[src/rtl/ppdm_pkg.sv]
`default_nettype none

package ppdm_pkg;

	// Fixed field widths of the result and configuration.
	localparam int RATE_W = 27;
	localparam int DUTY_W = 10;

	// Scale for the duty ratio and the tick rate after reset.
	localparam logic [DUTY_W-1:0] DUTY_SCALE = 10'd1000;
	localparam logic [RATE_W-1:0] RATE_RESET = 27'd1000000;

	// Depth of the queue between the edge classifier and the arithmetic.
	localparam int JOB_DEPTH = 2;

	// Status of one iterative divider.
	typedef struct packed {
		logic busy;
		logic done;
	} div_stat_t;

	// Back-end sequencer states.
	typedef enum logic [3:0] {
		ST_IDLE = 4'b0001,
		ST_MUL  = 4'b0010,
		ST_DIV  = 4'b0100,
		ST_OUT  = 4'b1000
	} back_state_t;

endpackage

`default_nettype wire

[src/rtl/ppdm_front.sv]
`default_nettype none

module ppdm_front import ppdm_pkg::*; #(
	parameter int COUNT_WIDTH = 16
) (
	input  wire logic                     clk,
	input  wire logic                     arst_n,
	input  wire logic                     push,
	input  wire logic                     full,
	input  wire logic                     edge_is_falling,
	input  wire logic [COUNT_WIDTH-1:0]   edge_ticks,
	output logic                          job_push,
	output logic [2*COUNT_WIDTH-1:0]      job_data
);

	logic                   armed_falling_q;
	logic                   have_low_q;
	logic [COUNT_WIDTH-1:0] low_q;
	logic                   accept;
	logic                   match;

	// An edge counts only when it is taken and matches the armed polarity.
	assign accept = push && !full;
	assign match  = accept && (edge_is_falling == armed_falling_q);

	// A falling edge with a low time held completes one measurement.
	assign job_push = match && edge_is_falling && have_low_q;
	assign job_data = {low_q, edge_ticks};

	// Polarity tracking and low phase storage.
	always_ff @(posedge clk or negedge arst_n) begin
		if (!arst_n) begin
			armed_falling_q <= 1'b1;
			have_low_q      <= 1'b0;
			low_q           <= '0;
		end else if (match) begin
			if (!edge_is_falling) begin
				low_q           <= edge_ticks;
				have_low_q      <= 1'b1;
				armed_falling_q <= 1'b1;
			end else if (!have_low_q) begin
				armed_falling_q <= 1'b0;
			end else begin
				have_low_q <= 1'b0;
			end
		end
	end

endmodule

`default_nettype wire

[src/rtl/ppdm_fifo.sv]
`default_nettype none

module ppdm_fifo import ppdm_pkg::*; #(
	parameter int WIDTH = 32,
	parameter int DEPTH = 2
) (
	input  wire logic             clk,
	input  wire logic             arst_n,
	input  wire logic             wr_en,
	input  wire logic [WIDTH-1:0] wr_data,
	input  wire logic             rd_en,
	output logic [WIDTH-1:0]      rd_data,
	output logic                  full,
	output logic                  empty
);

	localparam int AW = (DEPTH > 1) ? $clog2(DEPTH) : 1;
	localparam int CW = $clog2(DEPTH + 1);

	logic [WIDTH-1:0] mem_q [DEPTH];
	logic [AW-1:0]    wr_ptr_q;
	logic [AW-1:0]    rd_ptr_q;
	logic [CW-1:0]    count_q;
	logic             do_wr;
	logic             do_rd;

	assign full    = (count_q == CW'(DEPTH));
	assign empty   = (count_q == '0);
	assign do_wr   = wr_en && !full;
	assign do_rd   = rd_en && !empty;
	assign rd_data = mem_q[rd_ptr_q];

	// Pointers and fill level.
	always_ff @(posedge clk or negedge arst_n) begin
		if (!arst_n) begin
			wr_ptr_q <= '0;
			rd_ptr_q <= '0;
			count_q  <= '0;
		end else begin
			if (do_wr) begin
				wr_ptr_q <= (wr_ptr_q == AW'(DEPTH - 1)) ? '0 : wr_ptr_q + 1'b1;
			end
			if (do_rd) begin
				rd_ptr_q <= (rd_ptr_q == AW'(DEPTH - 1)) ? '0 : rd_ptr_q + 1'b1;
			end
			if (do_wr && !do_rd) begin
				count_q <= count_q + 1'b1;
			end else if (do_rd && !do_wr) begin
				count_q <= count_q - 1'b1;
			end
		end
	end

	// Entry storage.
	always_ff @(posedge clk) begin
		if (do_wr) begin
			mem_q[wr_ptr_q] <= wr_data;
		end
	end

endmodule

`default_nettype wire

[src/rtl/ppdm_div.sv]
`default_nettype none

module ppdm_div import ppdm_pkg::*; #(
	parameter int NW  = 27,
	parameter int DVW = 17
) (
	input  wire logic           clk,
	input  wire logic           arst_n,
	input  wire logic           start,
	input  wire logic [NW-1:0]  dividend,
	input  wire logic [DVW-1:0] divisor,
	output div_stat_t           stat,
	output logic [NW-1:0]       quotient
);

	localparam int CNTW = $clog2(NW + 1);

	logic [NW-1:0]   quo_q;
	logic [DVW-1:0]  rem_q;
	logic [DVW-1:0]  dvs_q;
	logic [CNTW-1:0] cnt_q;
	logic            busy_q;
	logic            done_q;
	logic [DVW:0]    rem_sh;
	logic [DVW+1:0]  diff;
	logic            ge;

	// One restoring step: bring down the next dividend bit and try a subtract.
	assign rem_sh = {rem_q, quo_q[NW-1]};
	assign diff   = {1'b0, rem_sh} - {2'b00, dvs_q};
	assign ge     = !diff[DVW+1];

	assign stat.busy = busy_q;
	assign stat.done = done_q;
	assign quotient  = quo_q;

	// Step counter and completion pulse.
	always_ff @(posedge clk or negedge arst_n) begin
		if (!arst_n) begin
			busy_q <= 1'b0;
			done_q <= 1'b0;
			cnt_q  <= '0;
		end else begin
			done_q <= 1'b0;
			if (start) begin
				busy_q <= 1'b1;
				cnt_q  <= CNTW'(NW);
			end else if (busy_q) begin
				cnt_q <= cnt_q - 1'b1;
				if (cnt_q == CNTW'(1)) begin
					busy_q <= 1'b0;
					done_q <= 1'b1;
				end
			end
		end
	end

	// Partial remainder and quotient shift register.
	always_ff @(posedge clk) begin
		if (start) begin
			quo_q <= dividend;
			rem_q <= '0;
			dvs_q <= divisor;
		end else if (busy_q) begin
			quo_q <= {quo_q[NW-2:0], ge};
			rem_q <= ge ? diff[DVW-1:0] : rem_sh[DVW-1:0];
		end
	end

endmodule

`default_nettype wire

[src/rtl/ppdm_back.sv]
`default_nettype none

module ppdm_back import ppdm_pkg::*; #(
	parameter int COUNT_WIDTH = 16
) (
	input  wire logic                   clk,
	input  wire logic                   arst_n,
	input  wire logic                   job_empty,
	input  wire logic [2*COUNT_WIDTH-1:0] job_data,
	output logic                        job_pop,
	input  wire logic [RATE_W-1:0]      tick_rate,
	input  wire logic                   pop,
	output logic                        empty,
	output logic [COUNT_WIDTH-1:0]      low_ticks,
	output logic [COUNT_WIDTH-1:0]      high_ticks,
	output logic [RATE_W-1:0]           freq_hz,
	output logic [DUTY_W-1:0]           duty_permille,
	output logic                        zero_period
);

	localparam int PW = COUNT_WIDTH + 1;
	localparam int MW = COUNT_WIDTH + DUTY_W;
	localparam int DW = (MW > RATE_W) ? MW : RATE_W;

	back_state_t             state_q;
	logic [COUNT_WIDTH-1:0]  low_q;
	logic [COUNT_WIDTH-1:0]  high_q;
	logic [PW-1:0]           period_q;
	logic [MW-1:0]           prod_q;
	logic                    start_q;
	logic [RATE_W-1:0]       freq_res_q;
	logic [DUTY_W-1:0]       duty_res_q;
	logic                    zero_q;
	logic                    out_valid_q;
	logic                    out_load;
	div_stat_t               freq_stat;
	div_stat_t               duty_stat;
	logic [DW-1:0]           freq_quo;
	logic [DW-1:0]           duty_quo;

	assign job_pop  = (state_q == ST_IDLE) && !job_empty;
	assign out_load = (state_q == ST_OUT) && (!out_valid_q || pop);
	assign empty    = !out_valid_q;

	// Frequency and duty quotients run side by side over the same divisor.
	ppdm_div #(.NW(DW), .DVW(PW)) u_div_freq (
		.clk      (clk),
		.arst_n   (arst_n),
		.start    (start_q),
		.dividend (DW'(tick_rate)),
		.divisor  (period_q),
		.stat     (freq_stat),
		.quotient (freq_quo)
	);

	ppdm_div #(.NW(DW), .DVW(PW)) u_div_duty (
		.clk      (clk),
		.arst_n   (arst_n),
		.start    (start_q),
		.dividend (DW'(prod_q)),
		.divisor  (period_q),
		.stat     (duty_stat),
		.quotient (duty_quo)
	);

	// Sequencer: take a job, scale, divide, hand over to the result register.
	always_ff @(posedge clk or negedge arst_n) begin
		if (!arst_n) begin
			state_q     <= ST_IDLE;
			start_q     <= 1'b0;
			out_valid_q <= 1'b0;
		end else begin
			start_q <= 1'b0;
			unique case (state_q)
				ST_IDLE: begin
					if (!job_empty) begin
						state_q <= ST_MUL;
					end
				end
				ST_MUL: begin
					start_q <= 1'b1;
					state_q <= ST_DIV;
				end
				ST_DIV: begin
					if (freq_stat.done && !duty_stat.busy) begin
						state_q <= ST_OUT;
					end
				end
				ST_OUT: begin
					if (out_load) begin
						state_q <= ST_IDLE;
					end
				end
				default: begin
					state_q <= ST_IDLE;
				end
			endcase
			if (out_load) begin
				out_valid_q <= 1'b1;
			end else if (pop) begin
				out_valid_q <= 1'b0;
			end
		end
	end

	// Working registers of the job in flight.
	always_ff @(posedge clk) begin
		if (job_pop) begin
			low_q  <= job_data[2*COUNT_WIDTH-1:COUNT_WIDTH];
			high_q <= job_data[COUNT_WIDTH-1:0];
		end
		if (state_q == ST_MUL) begin
			period_q <= {1'b0, low_q} + {1'b0, high_q};
			prod_q   <= {{DUTY_W{1'b0}}, high_q} * {{COUNT_WIDTH{1'b0}}, DUTY_SCALE};
		end
		if (state_q == ST_DIV && freq_stat.done) begin
			zero_q     <= (period_q == '0);
			freq_res_q <= (period_q == '0) ? '0 : freq_quo[RATE_W-1:0];
			duty_res_q <= (period_q == '0) ? '0 : duty_quo[DUTY_W-1:0];
		end
		if (out_load) begin
			low_ticks     <= low_q;
			high_ticks    <= high_q;
			freq_hz       <= freq_res_q;
			duty_permille <= duty_res_q;
			zero_period   <= zero_q;
		end
	end

endmodule

`default_nettype wire

[src/rtl/pulse_period_duty_meter.sv]
// Pulse period and duty meter.
// Input channel: each beat is one captured edge (edge_is_falling, edge_ticks), taken
// on a clock edge with push high and full low. Edges against the armed polarity are
// dropped; a rising edge records the low phase, and a falling edge after it closes a
// measurement, which is queued for the arithmetic back end.
// Result channel: while empty is low the oldest measurement (low_ticks, high_ticks,
// freq_hz, duty_permille, zero_period) is on the ports; pop with empty low takes it.
// Configuration: cfg_valid/cfg_ready write tick_rate_hz; cfg_ready is always high.
// Two restoring dividers with DW = max(27, COUNT_WIDTH + 10) bit dividends, one quotient
// bit per cycle, work out the results; the back end takes a new queued measurement only
// after the last one is handed to the result register. Edges that close no measurement
// add nothing to the job queue.
// A two-entry job queue and a result register decouple the sides: edges keep being
// taken while a result waits, and full rises when both queued jobs wait behind the
// dividers or a stalled receiver; every edge then waits. Reset clears the queues, arms
// for a falling edge with no low time held, and sets tick_rate_hz to 1000000.
`default_nettype none

module pulse_period_duty_meter import ppdm_pkg::*; #(
	parameter int COUNT_WIDTH = 16
) (
	input  wire logic                   clk,
	input  wire logic                   arst_n,
	input  wire logic                   push,
	output logic                        full,
	input  wire logic                   edge_is_falling,
	input  wire logic [COUNT_WIDTH-1:0] edge_ticks,
	output logic                        empty,
	input  wire logic                   pop,
	output logic [COUNT_WIDTH-1:0]      low_ticks,
	output logic [COUNT_WIDTH-1:0]      high_ticks,
	output logic [RATE_W-1:0]           freq_hz,
	output logic [DUTY_W-1:0]           duty_permille,
	output logic                        zero_period,
	input  wire logic                   cfg_valid,
	output logic                        cfg_ready,
	input  wire logic [RATE_W-1:0]      cfg_data
);

	logic [RATE_W-1:0]        tick_rate_q;
	logic                     job_push;
	logic [2*COUNT_WIDTH-1:0] job_wdata;
	logic [2*COUNT_WIDTH-1:0] job_rdata;
	logic                     job_pop;
	logic                     job_empty;

	assign cfg_ready = 1'b1;

	// Tick rate register.
	always_ff @(posedge clk or negedge arst_n) begin
		if (!arst_n) begin
			tick_rate_q <= RATE_RESET;
		end else if (cfg_valid && cfg_ready) begin
			tick_rate_q <= cfg_data;
		end
	end

	// Edge classification and phase tracking.
	ppdm_front #(.COUNT_WIDTH(COUNT_WIDTH)) u_front (
		.clk             (clk),
		.arst_n          (arst_n),
		.push            (push),
		.full            (full),
		.edge_is_falling (edge_is_falling),
		.edge_ticks      (edge_ticks),
		.job_push        (job_push),
		.job_data        (job_wdata)
	);

	// Queue of finished phase pairs.
	ppdm_fifo #(.WIDTH(2*COUNT_WIDTH), .DEPTH(JOB_DEPTH)) u_jobs (
		.clk     (clk),
		.arst_n  (arst_n),
		.wr_en   (job_push),
		.wr_data (job_wdata),
		.rd_en   (job_pop),
		.rd_data (job_rdata),
		.full    (full),
		.empty   (job_empty)
	);

	// Frequency and duty arithmetic with the result register.
	ppdm_back #(.COUNT_WIDTH(COUNT_WIDTH)) u_back (
		.clk           (clk),
		.arst_n        (arst_n),
		.job_empty     (job_empty),
		.job_data      (job_rdata),
		.job_pop       (job_pop),
		.tick_rate     (tick_rate_q),
		.pop           (pop),
		.empty         (empty),
		.low_ticks     (low_ticks),
		.high_ticks    (high_ticks),
		.freq_hz       (freq_hz),
		.duty_permille (duty_permille),
		.zero_period   (zero_period)
	);

endmodule

`default_nettype wire

[config.mk]
export PLATFORM = sky130hd
export DESIGN_NAME = pulse_period_duty_meter
export DESIGN_NICKNAME = d
export VERILOG_FILES = /design/src/rtl/ppdm_pkg.sv /design/src/rtl/ppdm_front.sv /design/src/rtl/ppdm_fifo.sv /design/src/rtl/ppdm_div.sv /design/src/rtl/ppdm_back.sv /design/src/rtl/pulse_period_duty_meter.sv
export SDC_FILE = /design/constraint.sdc
export NUM_CORES = 1
export LEC_CHECK = 0
export ABC_CLOCK_PERIOD_IN_PS = 4500
export BUFFER_PORTS_ARGS = -buffer_cell sky130_fd_sc_hd__buf_2
export CAP_MARGIN = 5
export CORE_MARGIN = 2
export CORE_UTILIZATION = 55
export CTS_CLUSTER_DIAMETER = 50
export DETAILED_ROUTE_END_ITERATION = 16
export PLACE_DENSITY = 0.77
export SYNTH_ARGS = -nofsm -noshare
export SYNTH_HDL_FRONTEND = slang
export SYNTH_SLANG_ARGS = --single-unit
export TNS_END_PERCENT = 1
[constraint.sdc]
create_clock -name clk -period 4.5 [get_ports clk]
set_input_delay 0.9 -clock clk [delete_from_list [all_inputs] [get_ports clk]]
set_output_delay 0.9 -clock clk [all_outputs]
set_load 0.05 [all_outputs]
# Word-level counts from Yosys, hierarchy flattened
# Memory sizes are Yosys's and may differ from the RTL's. A register that Yosys moved wholly into a read port is not among the register bits.
# Cells that the tools add are included.
word_totals:
  register_bits: 321
  ram_bits: 64
  out_inout_bits: 73
  wordCells: 121
  memories: 1
classes:
  add_sub_neg: 9
  multipliers: 1
  eq_ne: 12
  muxes: 35
  bitwise_logic: 1
  reduce_logical: 30
mem_list:
  columns: ["name", "depth", "word_bits", "read_ports", "rd_ports_with_merged_regs", "wr", "line", "rtl"]
  rows:
  - ["u_jobs.mem_q", 2, 32, 1, 1, 1, "ppdm_fifo.sv:20", "logic [WIDTH-1:0] mem_q [DEPTH];"]
op_table:
  columns: ["operator", "count"]
  rows:
  - ["27-bit 2-to-1 mux", 2]
  - ["26-bit 2-to-1 mux", 2]
  - ["18-bit by 17-bit subtractor with 19-bit output", 2]
  - ["17-bit 2-to-1 mux", 2]
  - ["16-bit by 7-bit multiplier with 23-bit output (second input constant)", 1]
  - ["5-bit 2-to-1 mux", 4]
  - ["1-bit 2-to-1 mux", 19]
  - ["16-bit by 16-bit adder with 17-bit output", 1]
  - ["17-bit logical NOT", 1]
  - ["4-bit case mux with 4 select lines", 1]
  - ["1-bit logical AND", 12]
  - ["4-bit 2-to-1 mux", 3]
  - ["5-bit by 1-bit == test with 1-bit output (second input constant)", 2]
  - ["5-bit by 1-bit subtractor with 5-bit output (second input constant)", 2]
  - ["1-bit logical NOT", 8]
  - ["2-bit nonzero test", 4]
  - ["4-bit by 1-bit == test with 1-bit output (second input constant)", 1]
  - ["4-bit by 2-bit == test with 1-bit output (second input constant)", 1]
  - ["4-bit by 3-bit == test with 1-bit output (second input constant)", 1]
  - ["4-bit == test (second input constant)", 1]
  - ["2-bit 2-to-1 mux", 2]
  - ["2-bit by 1-bit inequality test with 1-bit output (second input constant)", 2]
  - ["2-bit inequality test (second input constant)", 2]
  - ["2-bit AND reduction", 2]
  - ["9 further kinds", 10]

# Depth between registers and ports, before layout
# Gate-level depths: netlist of the first run.
logic_depth:
  ltp_word: 11
  ltp_mapped: 15

# Hierarchy
# From an unflattened synthesis of the first run, not the netlist that was laid out.
hier_totals:
  hier_cells: 1579
  area_unflattened_um2: 21608.2
by_module_without_submodules:
  columns: ["module", "n_inst", "cells_per_inst", "area_per_inst_um2", "seq_area_each_um2"]
  rows:
  - ["ppdm_back", 1, 692, 9633.0, 5556.6]
  - ["ppdm_div at u_back.u_div_freq", 1, 330, 3708.6, 1836.8]
  - ["ppdm_div at u_back.u_div_duty", 1, 319, 3644.7, 1836.8]
  - ["ppdm_fifo", 1, 119, 2658.8, 2021.9]
  - ["pulse_period_duty_meter", 1, 59, 1126.1, 684.4]
  - ["ppdm_front", 1, 60, 837.1, 451.7]

# Worst setup path before layout of the first run
# OpenSTA, ideal clock, no wires.
synth_timing:
  kind: "register to register"
  from: "register u_back.state_q[0]"
  to: "register u_jobs.count_q[1]"
  arrival_ns: 4.849
  required_time_ns: 4.421
  path_slack_ns: -0.428
  stages_incl_launch_ff: 8
  period_less_slack_ns: 4.928
  cell_sequence: "dfstp_2 o21ai_0 nor4_1 inv_1 ha_1 xor2_1 nor2_1 xor2_1"
synth_between:
  elab_chain_cells: 6
  word_cells_on_any_way: 8
  cone_classes: "eq/ne: 1; mux: 1; reduce/logical: 6"
synth_rtl:
  columns: ["element", "line", "rtl"]
  rows:
  - ["start, declared", "ppdm_back.sv:25", "back_state_t state_q;"]
  - ["start signal, assigned", "ppdm_back.sv:69", "state_q <= ST_IDLE;"]
  - ["start signal, assigned", "ppdm_back.sv:77", "state_q <= ST_MUL;"]
  - ["start signal, assigned", "ppdm_back.sv:82", "state_q <= ST_DIV;"]
  - ["4-bit by 1-bit == test with 1-bit output *", "ppdm_back.sv:41", "assign job_pop = (state_q == ST_IDLE) && !job_empty;"]
  - ["1-bit logical AND *", "ppdm_back.sv:41", null]
  - ["via job_pop", "pulse_period_duty_meter.sv:44", "logic job_pop;"]
  - ["1-bit logical AND *", "ppdm_fifo.sv:30", "assign do_rd = rd_en && !empty;"]
  - ["1-bit logical NOT", "ppdm_fifo.sv:46", "if (do_wr && !do_rd) begin"]
  - ["1-bit logical AND", "ppdm_fifo.sv:46", null]
  - ["2-bit 2-to-1 mux or 2-bit nonzero test (tied branches)", null, null]
  - ["end signal, assigned", "ppdm_fifo.sv:47", "count_q <= count_q + 1'b1;"]
  - ["end signal, assigned", "ppdm_fifo.sv:49", "count_q <= count_q - 1'b1;"]
  - ["end, declared", "ppdm_fifo.sv:23", "logic [CW-1:0] count_q;"]
# The timed path passes the listed nets; every way through them passes the cells marked *.
# A chain may end at the register's enable or synchronous reset.

# Worst setup path after layout of the first run
layout_timing:
  from: "register u_back.high_q[4], read port of u_jobs.mem_q"
  to: "register u_back.prod_q[25] (data pin)"
layout_between:
  elab_chain_cells: 1
layout_rtl:
  columns: ["element", "line", "rtl"]
  rows:
  - ["start, declared", "ppdm_back.sv:27", "logic [COUNT_WIDTH-1:0] high_q;"]
  - ["16-bit by 7-bit multiplier with 23-bit output", "ppdm_back.sv:114", "prod_q <= {{DUTY_W{1'b0}}, high_q} * {{COUNT_WIDTH{1'b0}}, DUTY_SCALE};"]
  - ["end signal, assigned", "ppdm_back.sv:114", null]
  - ["end, declared", "ppdm_back.sv:29", "logic [MW-1:0] prod_q;"]
# Every way passes these cells.

==> out/metrics.cfg, run 1 <==
[synthesis]
yosysWarnings=0
avgSynthCellArea_sq_um=13.9
synth_top_area_frac=0.474
yosys.area.top_type=edfxtp_1
async_flop_share=0.163
post-synth-top-count-cell=edfxtp_1
synth-seq-cells=417
synth_area_leaders=edfxtp_1 47%, dfrtp_1 7.4%, mux2_2 7.1%
synth_ff_type=edfxtp_1
synth_seq_area_share=0.596
synth-edff-count=314
synth_fp_nets=1644
yosys-top-cells-count=314 x edfxtp_1, 126 x mux2_2, 121 x inv_1
synth_cell_types=72
synth_cells=1430
synthesis.area_sq_mm=0.0199

[placement]
dpl.hpwl_mm=26.1
dp.cells=2010
gp_congestion=0.856
portBuffers=120

[die]
rows=69
dieArea_sq_mm=0.0377
num_io_pins=122
die_w_microns=194
die_h_microns=194
start_util=0.559
coreArea_sq_mm=0.0356

[critical_path]
crit_required_ns=4.82
worstReg2RegEnd=u_back.prod_q[25]
worst_ep_arrival_time_ns=4.73
r2r_slack_ns=0.09
critPathLaunch=u_back.high_q[4]
worstRegToRegCells=14
start_kind=flip-flop
cp-endpoint=u_back.prod_q[25]
reg2reg_from=u_back.high_q[4]
worstSetupEndpointType=flip-flop
critical_path_class=reg -> reg
path_max_fanout=3

[clocking]
cts_buffers=45
clockRootBuffer=clkbuf_16
clkTransAtPathRegs_ns=0.06
clockBufferDepth=3
clkLatencyLatePin_ns=0.58
cts_tree=yes
htreeDepth=2
clock_sinks=417

[sta]
fin_crit_sh=0.981
worst_pin_slew_ns=1.13
relSlewSlack=0.249
fin_hold_ws_ns=0.411
timing.final.setup_violations=0
finalCriticalPeriod_ns=4.41
hold_violations=0
fmax_mhz=227
rsz0062_at_grt=yes
slew_viol_final=0
clock_skew_ns=0.0221

[final_layout]
nets=1821
fin_cells=2105
antenna_cells=0
drive_gt1_frac=0.257
post-route-util=0.647
fill_cells=2532
areaGrowthSynthToFinish_pct=15.8

[drt]
routed_wl_mm=38.7
ant_nets=0
drt-initial-drc-count=564
drc=0
vias=11600
wl_per_cell_microns=18.4
drt_pass1_iterations=7
via_per_inst=5.52

[global_routing]
grt_pass1_vias=12200
grt_usage=0.207
antenna_found_initial=0
grt.overflow.total=0
grt_max_degree=69
grt_pass1_wl_mm=62.4

[min_path]
worstHoldStart=u_back.duty_res_q[6]
hold_path.class=reg -> reg

[outcome]
outcome=finished clean

[job]
max-cap-violations=0

-- routing by layer --
| metal | GRT usage | wire length, microns | share of wire |
|---|---|---|---|
| met3 | 0.0337 | 1410 | 0.036 |
| met5 | 0 | 0 | 0 |
| met2 | 0.358 | 19900 | 0.51 |
| met4 | 0.0710 | 871 | 0.023 |
| met1 | 0.267 | 16500 | 0.43 |
-- worst min-delay path by stage --
stage          cells past startpoint                      end
2_1_floorplan                      0  u_back.duty_permille[0]
3_3_place_gp                       0        u_back.freq_hz[3]
3_5_place_dp                       0  u_back.duty_permille[5]
4_1_cts                            0  u_back.duty_permille[6]
5_1_grt                            0  u_back.duty_permille[5]
6_report                           0  u_back.duty_permille[6]
-- final cells by class --
class | instances | area [sq um] | share of cell area
repair buffers | 168 | 996 | 0.0432
clock buffers | 53 | 1180 | 0.0511
inverters | 121 | 454 | 0.0197
clock inverters | 31 | 409 | 0.0178
flip-flops and latches | 417 | 11800 | 0.514
well taps | 461 | 577 | 0.0250
multi-input cells | 854 | 7570 | 0.329
-- worst max-delay path: stages (launching register included) --
cell and delay, ns:
edfxtp_1 0.41, inv_2 0.12, fa_1 0.44, fa_1 0.51, fa_1 0.44, fa_1 0.52, inv_1 0.07, ha_4 0.27
a2111oi_4 0.38, o21ai_2 0.11, a41o_1 0.30, a211oi_4 0.31, o21ai_1 0.09, o21ai_1 0.10, xnor2_1 0.09
-- logic make-up after synthesis --
kind of cell    after synthesis  synth area share
flops                       417             0.596
simple gates                261            0.0663
compound gates              224            0.0753
fa+ha+maj                   165             0.125
buf+inv                     159            0.0314
mux                         137            0.0769
xor+xnor                     66            0.0291
other cells                   1          0.000189
-- sequential cells by signal, indices dropped and copies added, names as in the netlist, 17 cells and up --
signal / cells
u_back.u_div_freq.quotient: 27
u_back.u_div_duty.rem_q: 17
u_back.freq_hz: 27
u_back.period_q: 17
u_back.u_div_freq.dvs_q: 17
u_jobs.mem_q: 64
u_back.freq_res_q: 27
tick_rate_q: 27
u_back.prod_q: 23
u_back.u_div_freq.rem_q: 17
u_back.u_div_duty.quotient: 27
-- layout by cell type (no fill, tap or decap), types with 6 or more instances in the layout --
| cell | synthesis | final |
|---|---|---|
| mux2i_1 | 10 | 10 |
| nor2b_1 | 57 | 57 |
| nand2b_1 | 24 | 24 |
| o21a_1 | 17 | 17 |
| nor3_1 | 18 | 16 |
| clkinv_2 | 0 | 7 |
| edfxtp_1 | 314 | 314 |
| nand2_1 | 54 | 54 |
| buf_4 | 5 | 47 |
| a211oi_1 | 11 | 10 |
| dfstp_2 | 9 | 9 |
| o21bai_1 | 7 | 7 |
| dfrtp_1 | 59 | 58 |
| o21ai_0 | 52 | 48 |
| inv_1 | 121 | 111 |
| ha_1 | 108 | 103 |
| xnor2_1 | 44 | 44 |
| nor4_1 | 8 | 6 |
| a21oi_1 | 47 | 45 |
| clkbuf_1 | 25 | 7 |
| xor2_1 | 22 | 22 |
| clkinv_1 | 0 | 6 |
| clkbuf_16 | 0 | 46 |
| o21ai_1 | 10 | 11 |
| a32oi_1 | 7 | 7 |
| mux2_2 | 126 | 126 |
| dfxtp_1 | 35 | 35 |
| nor2_1 | 69 | 68 |
| nand3_1 | 6 | 6 |
| bufinv_16 | 0 | 8 |
| a21o_1 | 21 | 21 |
| buf_2 | 1 | 119 |
| fa_1 | 57 | 55 |
| inv_2 | 0 | 10 |
| a21oi_2 | 4 | 6 |
| nand4_1 | 7 | 7 |
-- through the flow --
step / TNS, ns / area [sq um] / setup slack, ns
after global placement: 0 / 21200 / 0.0561
after detailed placement: -0.427 / 21200 / -0.157
after global routing: -0.197 / 23000 / -0.0943
after CTS: 0 / 22900 / 0.00469
after floorplan: 0 / 19900 / 0.0244
final: 0 / 23000 / 0.0857
-- repair_timing --
item	in CTS	in global routing
gates resized for setup	11	23
buffers inserted	3	7
hold buffers	0	0
setup endpoints to repair	7	7
pin swaps	4	15
Power of run 1 is not shown: default switching activity piles up to over one toggle a cycle in this logic, so the estimate is an artifact.
==> inputs of run 2 (changes only) <==
- CELL_PAD_IN_SITES_DETAIL_PLACEMENT: default -> 1
- CELL_PAD_IN_SITES_GLOBAL_PLACEMENT: default -> 2
- CORE_UTILIZATION: 55 -> 40
- PLACE_DENSITY: 0.77 -> 0.78
- SYNTH_HIERARCHICAL: default -> 1
==> out/metrics.cfg, run 2 <==
[outcome]
outcome=finished clean  ; unchanged

[sta]
hold_violations=0  ; unchanged
fin_hold_ws_ns=0.322  ; was 0.411 ns
slew_viol_final=0  ; unchanged
finalCriticalPeriod_ns=4.37  ; was 4.41 ns
clock_skew_ns=0.0145  ; was 0.0221 ns
timing.final.setup_violations=0  ; unchanged
fmax_mhz=229  ; was 227 MHz
worst_pin_slew_ns=1.10  ; was 1.13 ns
fin_ws_ns=0.130  ; was 0.0857 ns
fin_crit_sh=0.971  ; was 0.981
relSlewSlack=0.265  ; was 0.249

[global_routing]
antenna_found_initial=1  ; was 0
grt_pass1_wl_mm=79.6  ; was 62.4 mm
grt_max_degree=59  ; was 69
grt_usage=0.183  ; was 0.207
grt.overflow.total=0  ; unchanged
grt_pass1_vias=14000  ; was 12,200

[die]
start_util=0.402  ; was 0.559
rows=85  ; was 69
coreArea_sq_mm=0.0536  ; was 0.0356 sq mm
die_w_microns=236  ; was 194 microns
die_h_microns=236  ; was 194 microns
num_io_pins=122  ; unchanged
dieArea_sq_mm=0.0558  ; was 0.0377 sq mm

[placement]
place_ws_ns=-0.0955  ; was -0.157 ns
dpl.hpwl_mm=34.5  ; was 26.1 mm
place_area_sq_mm=0.0230  ; was 0.0212 sq mm
portBuffers=120  ; unchanged
gp_congestion=0.812  ; was 0.856

[critical_path]
path_max_fanout=4  ; was 3
crit_path_max_incr_delay_ns=0.53  ; was 0.52 ns
worstRegToRegCells=15  ; was 14
cp.depth=15  ; was 14
worst_ep_arrival_time_ns=4.72  ; was 4.73 ns
crit_required_ns=4.85  ; was 4.82 ns
critPathTopFamily=adder cells  ; unchanged
worstSetupEndpointType=flip-flop  ; unchanged
crit_buf_inv=4  ; was 2
start_kind=flip-flop  ; unchanged
crit_chain=buf_4 -> fa_1 -> fa_1 -> inv_1 -> fa_1 -> fa_1 -> inv_1 -> ha_4 -> o21ai_1 -> o21ai_1 -> buf_4 -> nand3_2 -> a21oi_2 -> nor4b_1 -> a311o_1  ; was inv_2 -> fa_1 -> fa_1 -> fa_1 -> fa_1 -> inv_1 -> ha_4 -> a2111oi_4 -> o21ai_2 -> a41o_1 -> a211oi_4 -> o21ai_1 -> o21ai_1 -> xnor2_1
critical_path_class=reg -> reg  ; unchanged
cpMostUsedCell=fa_1  ; unchanged
crit_slowest_cell=fa_1  ; unchanged

[job]
max-cap-violations=0  ; unchanged

[final_layout]
finalInstanceArea_sq_mm=0.0250  ; was 0.0230 sq mm
layout_commonest_cell=edfxtp_1  ; unchanged
largest_register_ffs=64  ; unchanged
nets=1956  ; was 1,821
areaGrowthSynthToFinish_pct=16.0  ; was 15.8%
post-route-util=0.467  ; was 0.647
final_cell_mix=332 x edfxtp_1, 140 x inv_1, 119 x buf_2  ; was 314 x edfxtp_1, 126 x mux2_2, 119 x buf_2
largest-register=u_jobs/mem_q  ; was u_jobs.mem_q
drive_gt1_frac=0.255  ; was 0.257

[clocking]
cts_tree=yes  ; unchanged
htreeDepth=2  ; unchanged
cts_buffers=53  ; was 45
clockBufferDepth=3  ; unchanged
cts-hold-fix-buffers=0  ; unchanged
clkTransAtPathRegs_ns=0.06  ; about the same
clkLatencyLatePin_ns=0.61  ; was 0.58 ns
clock_sinks=434  ; was 417
clockRootBuffer=clkbuf_16  ; unchanged

[drt]
vias=12800  ; was 11,600
drt-initial-drc-count=653  ; was 564
via_per_inst=5.16  ; was 5.52
drc=0  ; unchanged
wl_per_cell_microns=20.1  ; was 18.4 microns
drt_pass1_iterations=5  ; was 7
ant_nets=0  ; unchanged
routed_wl_mm=49.9  ; was 38.7 mm

[synthesis]
synth_cells=1575  ; was 1,430
yosysWarnings=6  ; was 0
avgSynthCellArea_sq_um=13.7  ; was 13.9 sq um
synthesis.area_sq_mm=0.0216  ; was 0.0199 sq mm

[min_path]
hold_path.class=in -> async  ; was reg -> reg

run 2: path summary, 6_finish.rpt:
| check | slack (ns) | startpoint | endpoint |
|---|---|---|---|
| max in group asynchronous | 3.20 | arst_n | tick_rate_q[16] |
| worst max-delay path | 0.13 | u_back/high_q[2] | u_back/prod_q[24] |
| worst min-delay path | 0.32 | arst_n | u_front/low_q[0] |
| worst max register to register | 0.13 | u_back/high_q[2] | u_back/prod_q[24] |
| min in group clk | 0.42 | u_back/duty_res_q[9] | u_back/duty_permille[9] |
| worst min register to register | 0.42 | u_back/duty_res_q[9] | u_back/duty_permille[9] |
run 2: area by class of cell:
| class | count | area [sq um] |
|---|---|---|
| clock inverters | 31 | 397 |
| well taps | 696 | 871 |
| flip-flops and latches | 434 | 12400 |
| fillers | 5479 | 28600 |
| multi-input cells | 923 | 8350 |
| diodes | 1 | 2.50 |
| repair buffers | 179 | 1060 |
| clock buffers | 68 | 1390 |
| inverters | 151 | 567 |
run 2: worst reg2reg max path, cell delays in order, from the launching register on:
cell,delay (ns)
edfxtp_1,0.42
buf_4,0.17
fa_1,0.49
fa_1,0.53
inv_1,0.05
fa_1,0.47
fa_1,0.52
inv_1,0.08
ha_4,0.29
o21ai_1,0.09
o21ai_1,0.14
buf_4,0.15
nand3_2,0.10
a21oi_2,0.20
nor4b_1,0.08
a311o_1,0.34
run 2: through the flow:
step           cells  setup TNS, ns
2_1_floorplan   1578          -8.66
3_3_place_gp    2371              0
3_5_place_dp    2371         -0.148
4_1_cts         2472              0
5_1_grt         2482         -0.139
6_report        2483              0
run 2: routing by layer:
layer / vias to the layer above / part of all wire / global-route usage
met3: 74 / 0.035 / 0.0270
met4: 0 / 0.024 / 0.0554
li1: 6033 / - / -
met2: 231 / 0.49 / 0.311
met5: - / 0 / 0
met1: 6483 / 0.45 / 0.241
run 2: repair_timing:
| item | CTS | global route |
|---|---|---|
| gates resized for setup | 5 | 31 |
| pin swaps | 0 | 9 |
| endpoints found under the setup margin | 2 | 9 |
| gates cloned | 0 | 0 |
| buffers inserted | 2 | 10 |
| hold endpoints to repair | 0 | 0 |
Power of run 2 is left out for the same reason.
